$ cat src/rtl/core/assert_macros.svh
// ----------------------------------------------------------------------------
// Assertion macros
// Shared concurrent assertion forms used by the RTL in this folder.
// ----------------------------------------------------------------------------
`ifndef ASSERT_MACROS_SVH
`define ASSERT_MACROS_SVH

// Checked on every rising edge of i_clk once reset has been released.
`define ASSERT_CLKD(label, prop, msg) \
    label: assert property (@(posedge i_clk) disable iff (!i_rst_n) (prop)) \
        else $error(msg);

// Checked on every rising edge of i_clk, during reset too.
`define ASSERT_ALWAYS(label, prop, msg) \
    label: assert property (@(posedge i_clk) (prop)) else $error(msg);

`endif

$ cat src/rtl/core/slrg_pkg.sv
// ----------------------------------------------------------------------------
// slrg_pkg
// Constants and types shared by the shuffled Lehmer generator modules.
// ----------------------------------------------------------------------------
package slrg_pkg;

    // Minimal-standard Lehmer generator constants.
    localparam logic [14:0] LEHMER_MUL   = 15'd16807;
    localparam logic [30:0] LEHMER_MOD   = 31'h7FFF_FFFF;
    localparam int          WARMUP_EXTRA = 8;

    // Control sequencer states.
    typedef enum logic [2:0] {
        ST_IDLE,
        ST_SEED_MUL,
        ST_SEED_RED,
        ST_DRAW_RD,
        ST_DRAW
    } t_state;

endpackage

$ cat src/rtl/core/slrg_ram.sv
// ----------------------------------------------------------------------------
// slrg_ram
// Generic single-clock RAM with one write port and one registered read port.
// ----------------------------------------------------------------------------
module slrg_ram #(
    parameter  int WIDTH  = 31,
    parameter  int DEPTH  = 32,
    localparam int ADDR_W = (DEPTH > 1) ? $clog2(DEPTH) : 1
) (
    input  logic              i_clk,
    input  logic              i_we,
    input  logic [ADDR_W-1:0] i_waddr,
    input  logic [WIDTH-1:0]  i_wdata,
    input  logic              i_re,
    input  logic [ADDR_W-1:0] i_raddr,
    output logic [WIDTH-1:0]  o_rdata
);

    logic [WIDTH-1:0] r_mem [DEPTH];
    logic [WIDTH-1:0] r_rdata;

    // Write port and registered read port; read data holds when not enabled.
    always_ff @(posedge i_clk) begin
        if (i_we) begin
            r_mem[i_waddr] <= i_wdata;
        end
        if (i_re) begin
            r_rdata <= r_mem[i_raddr];
        end
    end

    assign o_rdata = r_rdata;

endmodule

$ cat src/rtl/core/slrg_lehmer.sv
// ----------------------------------------------------------------------------
// slrg_lehmer
// One Lehmer step, x * 16807 mod (2^31 - 1): registered multiply, then a
// Mersenne-modulus fold and one conditional subtract.
// ----------------------------------------------------------------------------
module slrg_lehmer (
    input  logic        i_clk,
    input  logic        i_start,
    input  logic [30:0] i_x,
    output logic [30:0] o_next
);

    import slrg_pkg::*;

    logic [45:0] r_prod;
    logic [31:0] w_sum;

    // The product holds until the next start, so the result stays valid.
    always_ff @(posedge i_clk) begin
        if (i_start) begin
            r_prod <= 46'(i_x) * 46'(LEHMER_MUL);
        end
    end

    // Since 2^31 is 1 modulo the modulus, the high part folds onto the low part.
    always_comb begin
        w_sum = {1'b0, r_prod[30:0]} + 32'(r_prod[45:31]);
        if (w_sum >= 32'(LEHMER_MOD)) begin
            o_next = 31'(w_sum - 32'(LEHMER_MOD));
        end else begin
            o_next = w_sum[30:0];
        end
    end

endmodule

$ cat src/rtl/core/shuffled_lehmer_random_generator.sv
// ----------------------------------------------------------------------------
// shuffled_lehmer_random_generator
// Minimal-standard Lehmer generator behind a Bays-Durham shuffle table.
// ----------------------------------------------------------------------------
//  Channel  Direction  Handshake           Word
//  input    in         i_valid / o_ready   i_action, i_seed_value
//  output   out        o_valid / i_ready   o_random_value
//
//  A draw reads the table entry while the Lehmer multiply runs, then, once
//  the output is free, writes back the new generator value in DRAW.
//  A reseed, or the first draw after reset, first runs the warm-up: each
//  warm-up step is a registered multiply and a modulus fold.
//  Reset clears the generator and the previous output; the table is written
//  by seeding before any read. A stalled output holds the next word in DRAW.
// ----------------------------------------------------------------------------
`include "assert_macros.svh"

module shuffled_lehmer_random_generator #(
    parameter int TABLE_SIZE = 32
) (
    input  logic        i_clk,
    input  logic        i_rst_n,
    input  logic        i_valid,
    output logic        o_ready,
    input  logic        i_action,
    input  logic [30:0] i_seed_value,
    output logic        o_valid,
    input  logic        i_ready,
    output logic [30:0] o_random_value
);

    import slrg_pkg::*;

    localparam int          ADDR_W  = (TABLE_SIZE > 1) ? $clog2(TABLE_SIZE) : 1;
    localparam int          CNT_TOP = TABLE_SIZE + WARMUP_EXTRA - 1;
    localparam int          CNT_W   = $clog2(CNT_TOP + 1);
    localparam int unsigned BUCKET  = 1 + (32'(LEHMER_MOD) - 1) / TABLE_SIZE;

    t_state              r_state, n_state;
    logic [30:0]         r_gen, n_gen;
    logic [30:0]         r_prev, n_prev;
    logic [CNT_W-1:0]    r_cnt, n_cnt;
    logic [ADDR_W-1:0]   r_idx, n_idx;
    logic                r_out_valid;
    logic [30:0]         r_out_data;

    logic                w_mul_start;
    logic [30:0]         w_next;
    logic                w_ram_we;
    logic [ADDR_W-1:0]   w_ram_waddr;
    logic                w_ram_re;
    logic [30:0]         w_ram_rdata;
    logic [ADDR_W-1:0]   w_idx;
    logic                w_out_load;
    logic                w_out_free;

    // A seed of zero, or one equal to the modulus, would lock the generator at 0.
    function automatic logic [30:0] fix_seed(input logic [30:0] s);
        if (s == 31'd0 || s == LEHMER_MOD) begin
            return 31'd1;
        end
        return s;
    endfunction

    // Shared Lehmer step unit; its operand is always the current generator value.
    slrg_lehmer u_lehmer (
        .i_clk   (i_clk),
        .i_start (w_mul_start),
        .i_x     (r_gen),
        .o_next  (w_next)
    );

    // Shuffle table.
    slrg_ram #(
        .WIDTH (31),
        .DEPTH (TABLE_SIZE)
    ) u_table (
        .i_clk   (i_clk),
        .i_we    (w_ram_we),
        .i_waddr (w_ram_waddr),
        .i_wdata (w_next),
        .i_re    (w_ram_re),
        .i_raddr (w_idx),
        .o_rdata (w_ram_rdata)
    );

    // Table index: how many bucket boundaries the previous output has passed.
    // The count tops out at TABLE_SIZE - 1, which gives the clamp for free.
    always_comb begin
        w_idx = '0;
        for (int j = 1; j < TABLE_SIZE; j++) begin
            if (32'(r_prev) >= 32'(j * BUCKET)) begin
                w_idx = ADDR_W'(j);
            end
        end
    end

    assign w_out_free = !r_out_valid || i_ready;

    // Sequencer: next state, register updates and memory controls.
    always_comb begin
        n_state     = r_state;
        n_gen       = r_gen;
        n_prev      = r_prev;
        n_cnt       = r_cnt;
        n_idx       = r_idx;
        w_mul_start = 1'b0;
        w_ram_we    = 1'b0;
        w_ram_waddr = r_idx;
        w_ram_re    = 1'b0;
        w_out_load  = 1'b0;
        o_ready     = 1'b0;
        unique case (r_state)
            ST_IDLE: begin
                o_ready = 1'b1;
                if (i_valid) begin
                    if (i_action || r_prev == 31'd0) begin
                        n_gen   = fix_seed(i_action ? i_seed_value : r_gen);
                        n_cnt   = CNT_W'(CNT_TOP);
                        n_state = ST_SEED_MUL;
                    end else begin
                        w_mul_start = 1'b1;
                        w_ram_re    = 1'b1;
                        n_idx       = w_idx;
                        n_state     = ST_DRAW;
                    end
                end
            end
            ST_SEED_MUL: begin
                w_mul_start = 1'b1;
                n_state     = ST_SEED_RED;
            end
            ST_SEED_RED: begin
                n_gen = w_next;
                // The last TABLE_SIZE warm-up values fill the table from the top down.
                if (r_cnt < CNT_W'(TABLE_SIZE)) begin
                    w_ram_we    = 1'b1;
                    w_ram_waddr = r_cnt[ADDR_W-1:0];
                end
                if (r_cnt == '0) begin
                    n_prev  = w_next;
                    n_state = ST_DRAW_RD;
                end else begin
                    n_cnt   = r_cnt - 1'b1;
                    n_state = ST_SEED_MUL;
                end
            end
            ST_DRAW_RD: begin
                w_mul_start = 1'b1;
                w_ram_re    = 1'b1;
                n_idx       = w_idx;
                n_state     = ST_DRAW;
            end
            ST_DRAW: begin
                // Swap the picked entry for the new generator value.
                if (w_out_free) begin
                    w_ram_we   = 1'b1;
                    n_gen      = w_next;
                    n_prev     = w_ram_rdata;
                    w_out_load = 1'b1;
                    n_state    = ST_IDLE;
                end
            end
            default: begin
                n_state = ST_IDLE;
            end
        endcase
    end

    // Control and generator state.
    always_ff @(posedge i_clk) begin
        if (!i_rst_n) begin
            r_state <= ST_IDLE;
            r_gen   <= '0;
            r_prev  <= '0;
        end else begin
            r_state <= n_state;
            r_gen   <= n_gen;
            r_prev  <= n_prev;
        end
    end

    // Warm-up counter and held table index.
    always_ff @(posedge i_clk) begin
        r_cnt <= n_cnt;
        r_idx <= n_idx;
    end

    // Output register.
    always_ff @(posedge i_clk) begin
        if (!i_rst_n) begin
            r_out_valid <= 1'b0;
        end else if (w_out_load) begin
            r_out_valid <= 1'b1;
        end else if (i_ready) begin
            r_out_valid <= 1'b0;
        end
    end

    always_ff @(posedge i_clk) begin
        if (w_out_load) begin
            r_out_data <= w_ram_rdata;
        end
    end

    assign o_valid        = r_out_valid;
    assign o_random_value = r_out_data;

    // A delivered word is never zero once the table has been seeded.
    `ASSERT_CLKD(a_out_nonzero, !o_valid || o_random_value != 31'd0, "zero output word")
    // The generator is seeded before any draw completes.
    `ASSERT_CLKD(a_gen_seeded, (r_state == ST_DRAW) |-> (r_gen != 31'd0), "unseeded draw")
    // The post-seed read follows only the final warm-up step.
    `ASSERT_CLKD(a_seed_done, (r_state == ST_DRAW_RD) |-> ($past(r_state) == ST_SEED_RED && $past(r_cnt) == '0), "early draw after seed")

endmodule
$ cat config.mk
export PLATFORM = sky130hd
export DESIGN_NAME = shuffled_lehmer_random_generator
export DESIGN_NICKNAME = d
export VERILOG_FILES = /design/src/rtl/core/slrg_pkg.sv /design/src/rtl/core/slrg_ram.sv /design/src/rtl/core/slrg_lehmer.sv /design/src/rtl/core/shuffled_lehmer_random_generator.sv
export VERILOG_INCLUDE_DIRS = /design/src /design/src/rtl/core
export SDC_FILE = /design/constraint.sdc
export NUM_CORES = 2
export LEC_CHECK = 0
export BUFFER_PORTS_ARGS = -buffer_cell sky130_fd_sc_hd__buf_4
export CORE_MARGIN = 2
export CORE_UTILIZATION = 50
export CTS_CLUSTER_DIAMETER = 30
export CTS_CLUSTER_SIZE = 30
export DETAILED_ROUTE_END_ITERATION = 10
export PLACE_DENSITY = 0.75
export SETUP_SLACK_MARGIN = 0.1
export SLEW_MARGIN = 25
export SYNTH_ARGS = -nofsm -noshare
export SYNTH_HDL_FRONTEND = slang
export SYNTH_SLANG_ARGS = --single-unit
$ cat constraint.sdc
create_clock -name i_clk -period 10.65 [get_ports i_clk]
set_clock_uncertainty 0.2 [all_clocks]
set_input_delay 1.065 -clock i_clk [delete_from_list [all_inputs] [get_ports i_clk]]
set_output_delay 1.065 -clock i_clk [all_outputs]
set_load 0.05 [all_outputs]
### Word level (Yosys, flattened, before mapping)

Memories as Yosys holds them, arrays and structs flattened. A register that Yosys moved wholly into a read port is not among the register bits.
Index checks and enable logic that the tools add are counted.

* bits in registers: 154
* word-level logic and storage cells: 149
* memory bits (writable): 992
* memories: 1
* input bits: 36
* output and inout bits: 33
* bits in latches: 0
* ROM bits: 0

* reduce and logical (&&, ||, !) cells: 19
* equal/unequal tests: 11
* add/subtract/negate cells: 3
* div/mod/pow operators: 0
* muxes and demuxes: 73
* shift-type cells: 0
* magnitude comparators: 33
* bitwise operators: 0
* $mul: 1

Memories
* u_table.r_mem: words 32, width 31, rd ports 1, clocked after memory_dff 1, wr ports 1, RTL line slrg_ram.sv:19 `logic [WIDTH-1:0] r_mem [DEPTH];`

Operators by type and width (count)
* $ge 31x31->1 const B: 16
* $mux 31: 9
* $ge 31x30->1 const B: 8
* $mux 5: 34
* $ge 31x29->1 const B: 4
* $pmux 31 s3: 1
* $ge 31x28->1 const B: 2
* $logic_not 31->1: 2
* $pmux 31 s2: 1
* $mul 31x15->46 const B: 1
* $add 31x15->32: 1
* $ge 32x31->1 const B: 1
* $eq 31x31->1 const B: 1
* $ge 31x27->1 const B: 1
* $sub 31x31->31 const B: 1
* $mux 6: 3
* $mux 1: 15
* $pmux 3 s5: 1
* $ne 2x2->1 const B: 6
* $pmux 6 s2: 1
* $pmux 5 s2: 1
* $mux 3: 3
* $reduce_and 4->1: 2
* $reduce_bool 2->1: 4
* 15 further kinds: 21

### Depth between registers and ports, before layout

* word-level depth: 35
* depth in mapped cells: 22
* mapped depth without buffers: 22

### Modules after synthesis

From an unflattened synthesis, not the netlist that was laid out.

* cells, all modules: 3991
* area total of the unflattened synthesis: 55947.4 µm²

By module, submodules not included
* slrg_ram: instances 1, sequential area each 30719.5 µm², cells each 2192, area each 39474.1 µm²
* slrg_lehmer: instances 1, sequential area each 1381.3 µm², cells each 1231, area each 11234.5 µm²
* shuffled_lehmer_random_generator: instances 1, sequential area each 2582.5 µm², cells each 568, area each 5238.8 µm²

### Worst setup path before layout

OpenSTA, ideal clock, no wires.

* path type: reg-to-reg
* start point: register r_gen[20]
* end point: register u_lehmer.r_prod[43] (data pin)
* setup time: 267 ps
* stages on the path, launching flop included: 21
* buffers on the path: 0
* path slack: 4280 ps
* required time: 10183 ps
* clock period less this slack: 6370 ps
* arrival time: 5903 ps
* cell sequence: dfxtp_1 inv_1 fa_1 inv_1 ha_1 fa_1 fa_1 fa_1 fa_1 ha_1 a21o_1 a21o_1 a21o_1 a21oi_1 nor2b_1 a311o_1 a311o_1 a21o_1 a21o_1 a221oi_1 xnor2_1

* cells in the longest elaborated chain, start to end: 1

Ends and longest elaborated chain
* start: declaration: RTL line shuffled_lehmer_random_generator.sv:40 `logic [30:0] r_gen, n_gen;`
* start signal: assignment: RTL line shuffled_lehmer_random_generator.sv:178 `r_gen <= n_gen;`
* $mul 31x15->46: RTL line slrg_lehmer.sv:21 `r_prod <= 46'(i_x) * 46'(LEHMER_MUL);`
* end signal: assignment: RTL line slrg_lehmer.sv:21
* end: declaration: RTL line slrg_lehmer.sv:15 `logic [45:0] r_prod;`

No other way between the ends.
A chain may end at the register's enable or synchronous reset.

### Final worst setup path

* start point: register r_gen[10]
* end point: register u_lehmer.r_prod[43] (data pin)

The elaborated chain is that of the path after synthesis.

==> flow_summary.yaml <==
run_status:
  status: "complete, no violations"
clock_tree:
  cts_root_buf: "clkbuf_16"
  cts_setup_buffers: 0
  cts.path.max_buffers: 3
  cts_made_buffers: 212
  clock_latency_ns: 0.82
  holdBufCountCts: 0
  cts_resized: 0
  cts.sinks: 1177
  htree_levels: 4
  clk_pin_slew_ns: 0.05
  cts_tree: "done"
global_routing:
  grt_pass1_vias: 31470
  grt_max_degree: 129
  grt_antenna_before_repair: 11
  grt_usage_pct: 27.43
  gr-total-overflow: 0
  grt_pass1_wl_um: 218400
critical_path:
  arrival_ns: 7.66
  crit_chain: "inv_1 > fa_1 > inv_1 > ha_1 > fa_1 > ha_1 > inv_1 > fa_1 > inv_1 > fa_1 > ha_1 > a21o_1 > a21oi_1 > nand2_1 > a21oi_1 > o211ai_1 > a311o_1 > a311o_1 > a21o_1 > a21o_1 > a221oi_1 > xnor2_1"
  end_kind: "flop"
  worstPathMaxFanout: 8
  crit_type: "flop to flop"
  cp_slowest_stage_delay_ns: 0.56
  rrSetupSlack_ns: 3.30
  cp_slowest_cell: "dfxtp_1"
  worstPathRequired_ns: 10.96
  crit_path_start_kind: "flop"
timing:
  worstMarginPinSlew_ns: 1.101
  period_share_pct: 69.00
  setup_viol: 0
  slew_headroom_pct: 26.59
  fin_hold_ws_ns: 0.2648
  rsz0062_at_grt: "no"
  slew_viol_final: 0
  tns_ns: 0
  fmax_mhz: 136.1
  min_period_ns: 7.349
  final-hold-violation-count: 0
synth:
  synth_warnings: 0
  ys_types: 84
  syn_area_per_cell_um2: 17.66
  synth_edf_count: 1111
  synth_top_area_share_pct: 61.88
  ys.flop_type: "edfxtp_1"
  synth-seq-cells: 1177
  synth_seq_area_share_pct: 64.33
  synth_area_um2: 53910
  ys_async_sr_fraction_pct: 0
  synthCells: 3052
  yosys.area.top_type: "edfxtp_1"
  syn-num-nets: 3426
  synth_area_leaders: "edfxtp_1 62%, mux4_2 13%, fa_1 5.0%, ha_1 4.7%, dfxtp_1 2.5%"
finish:
  final_common_cell: "edfxtp_1"
  area_growth_pct: 18.96
  multi_input_area_um2: 18500
  drive_gt1_share_pct: 27.19
  layout_common_cells: "1111 x edfxtp_1, 310 x mux4_2, 213 x clkbuf_16"
  seq_area_um2: 34700
  fillCellCount: 7466
  nNetsFinal: 3638
place:
  place_congestion: 0.9409
  dp_hpwl_um: 84450
  io_buffers: 68
detailed_routing:
  ant_nets: 0
  viasPerCell: 6.410
  wirelength_um: 151000
  routedWlPerCell_um: 31.07
  dr.pass1.iters: 6
  num_vias: 31150
  drc_errors: 0
  drtIter0Drc: 4395
floorplan:
  fp-row-count: 120
  pin_count: 69
  die_w_um: 332.4
  die_h_um: 332.4
  dieArea_um2: 110500
  initial_core_util_pct: 50.36
  core_area_um2: 107100
power_and_ir_drop:
  power.leakage_nw: 22.44
  p_per_area_nw_per_um2: 365.4
  power.total_mw: 23.43
  peakVddDrop_mv: 0.3297
min_path:
  hold_class: "flop to flop"
run:
  drv_cap: 0
cells in the mapped netlist, types with 27 or more instances:
master,instances
edfxtp_1,1111
mux4_2,310
ha_1,204
inv_1,174
fa_1,134
nor2_1,106
a21oi_1,100
clkbuf_1,99
nand2_1,92
o21ai_0,75
dfxtp_1,66
xnor2_1,56
nand3_1,41
a21o_1,36
mux2_2,34
buf_1,30
nor4_1,27
sequential cells by signal, indices dropped and copies added, names as in the netlist:
register         cells
u_lehmer.r_prod     46
o_valid              1
r_state              3
r_cnt                6
o_random_value      31
r_prev              31
u_table.o_rdata     31
u_table.r_mem      992
r_idx                5
r_gen               31
cell families (layout without fill, tap and decap cells):
kind of cell,count (synthesis),after routing,share of synthesized area [%]
compound gates,372,372,4.579
xor+xnor,81,81,1.330
fa+ha+maj,338,338,9.711
buf+inv,310,711,2.207
flops,1177,1177,64.33
mux,360,360,13.96
other cells,0,3,0
simple gates,414,414,3.881
area by class of cell:
cell class	count	share of cell area, %
sequential	1177	54.11
multi-input combinational	1565	28.84
clock buffer	230	8.426
clock inverter	173	3.168
tap	1403	2.737
timing repair buffer	134	1.690
inverter	174	1.018
antenna	3	0.01171
power by group:
part           internal, mW  total, mW  switching (mW)
clock network          4.40       6.91            2.51
registers              7.00       7.32           0.320
logic                  3.18       9.21            6.03
per-stage QoR:
stage	worst slack [ns]	util, %	cell area, um^2	instances
2_1_floorplan	4.280	-	53910	3052
6_report	3.301	59.91	64130	4859
3_5_place_dp	3.443	52.86	56590	4451
4_1_cts	3.376	59.81	64030	4854
3_3_place_gp	3.536	52.83	56550	4451
5_1_grt	3.076	59.90	64130	4857
metal layers:
metal	routed length [um]	GRT usage, %
met2	71170	42.90
met1	56950	37.11
met5	101	0
met4	6459	11.46
met3	16300	6.687
critical path, delay by kind of cell (launching register included):
kind | cells | cell delay (ns)
adders and majority gates | 7 | 2.98
AOI/OAI and AO/OA | 9 | 2.76
DFF | 1 | 0.56
buffers and inverters | 4 | 0.36
and+or+nand+nor | 1 | 0.11
xor gates and xnor gates | 1 | 0.11
path summary, 6_finish.rpt:
| check | start | endpoint | cells after the start |
|---|---|---|---|
| min reg2reg | r_prev[1] | r_prev[1] | 2 |
| max reg2reg | r_gen[10] | u_lehmer.r_prod[43] | 22 |
| max | r_gen[10] | u_lehmer.r_prod[43] | 22 |
| min | r_prev[1] | r_prev[1] | 2 |
(Power assumes the default switching activity.)
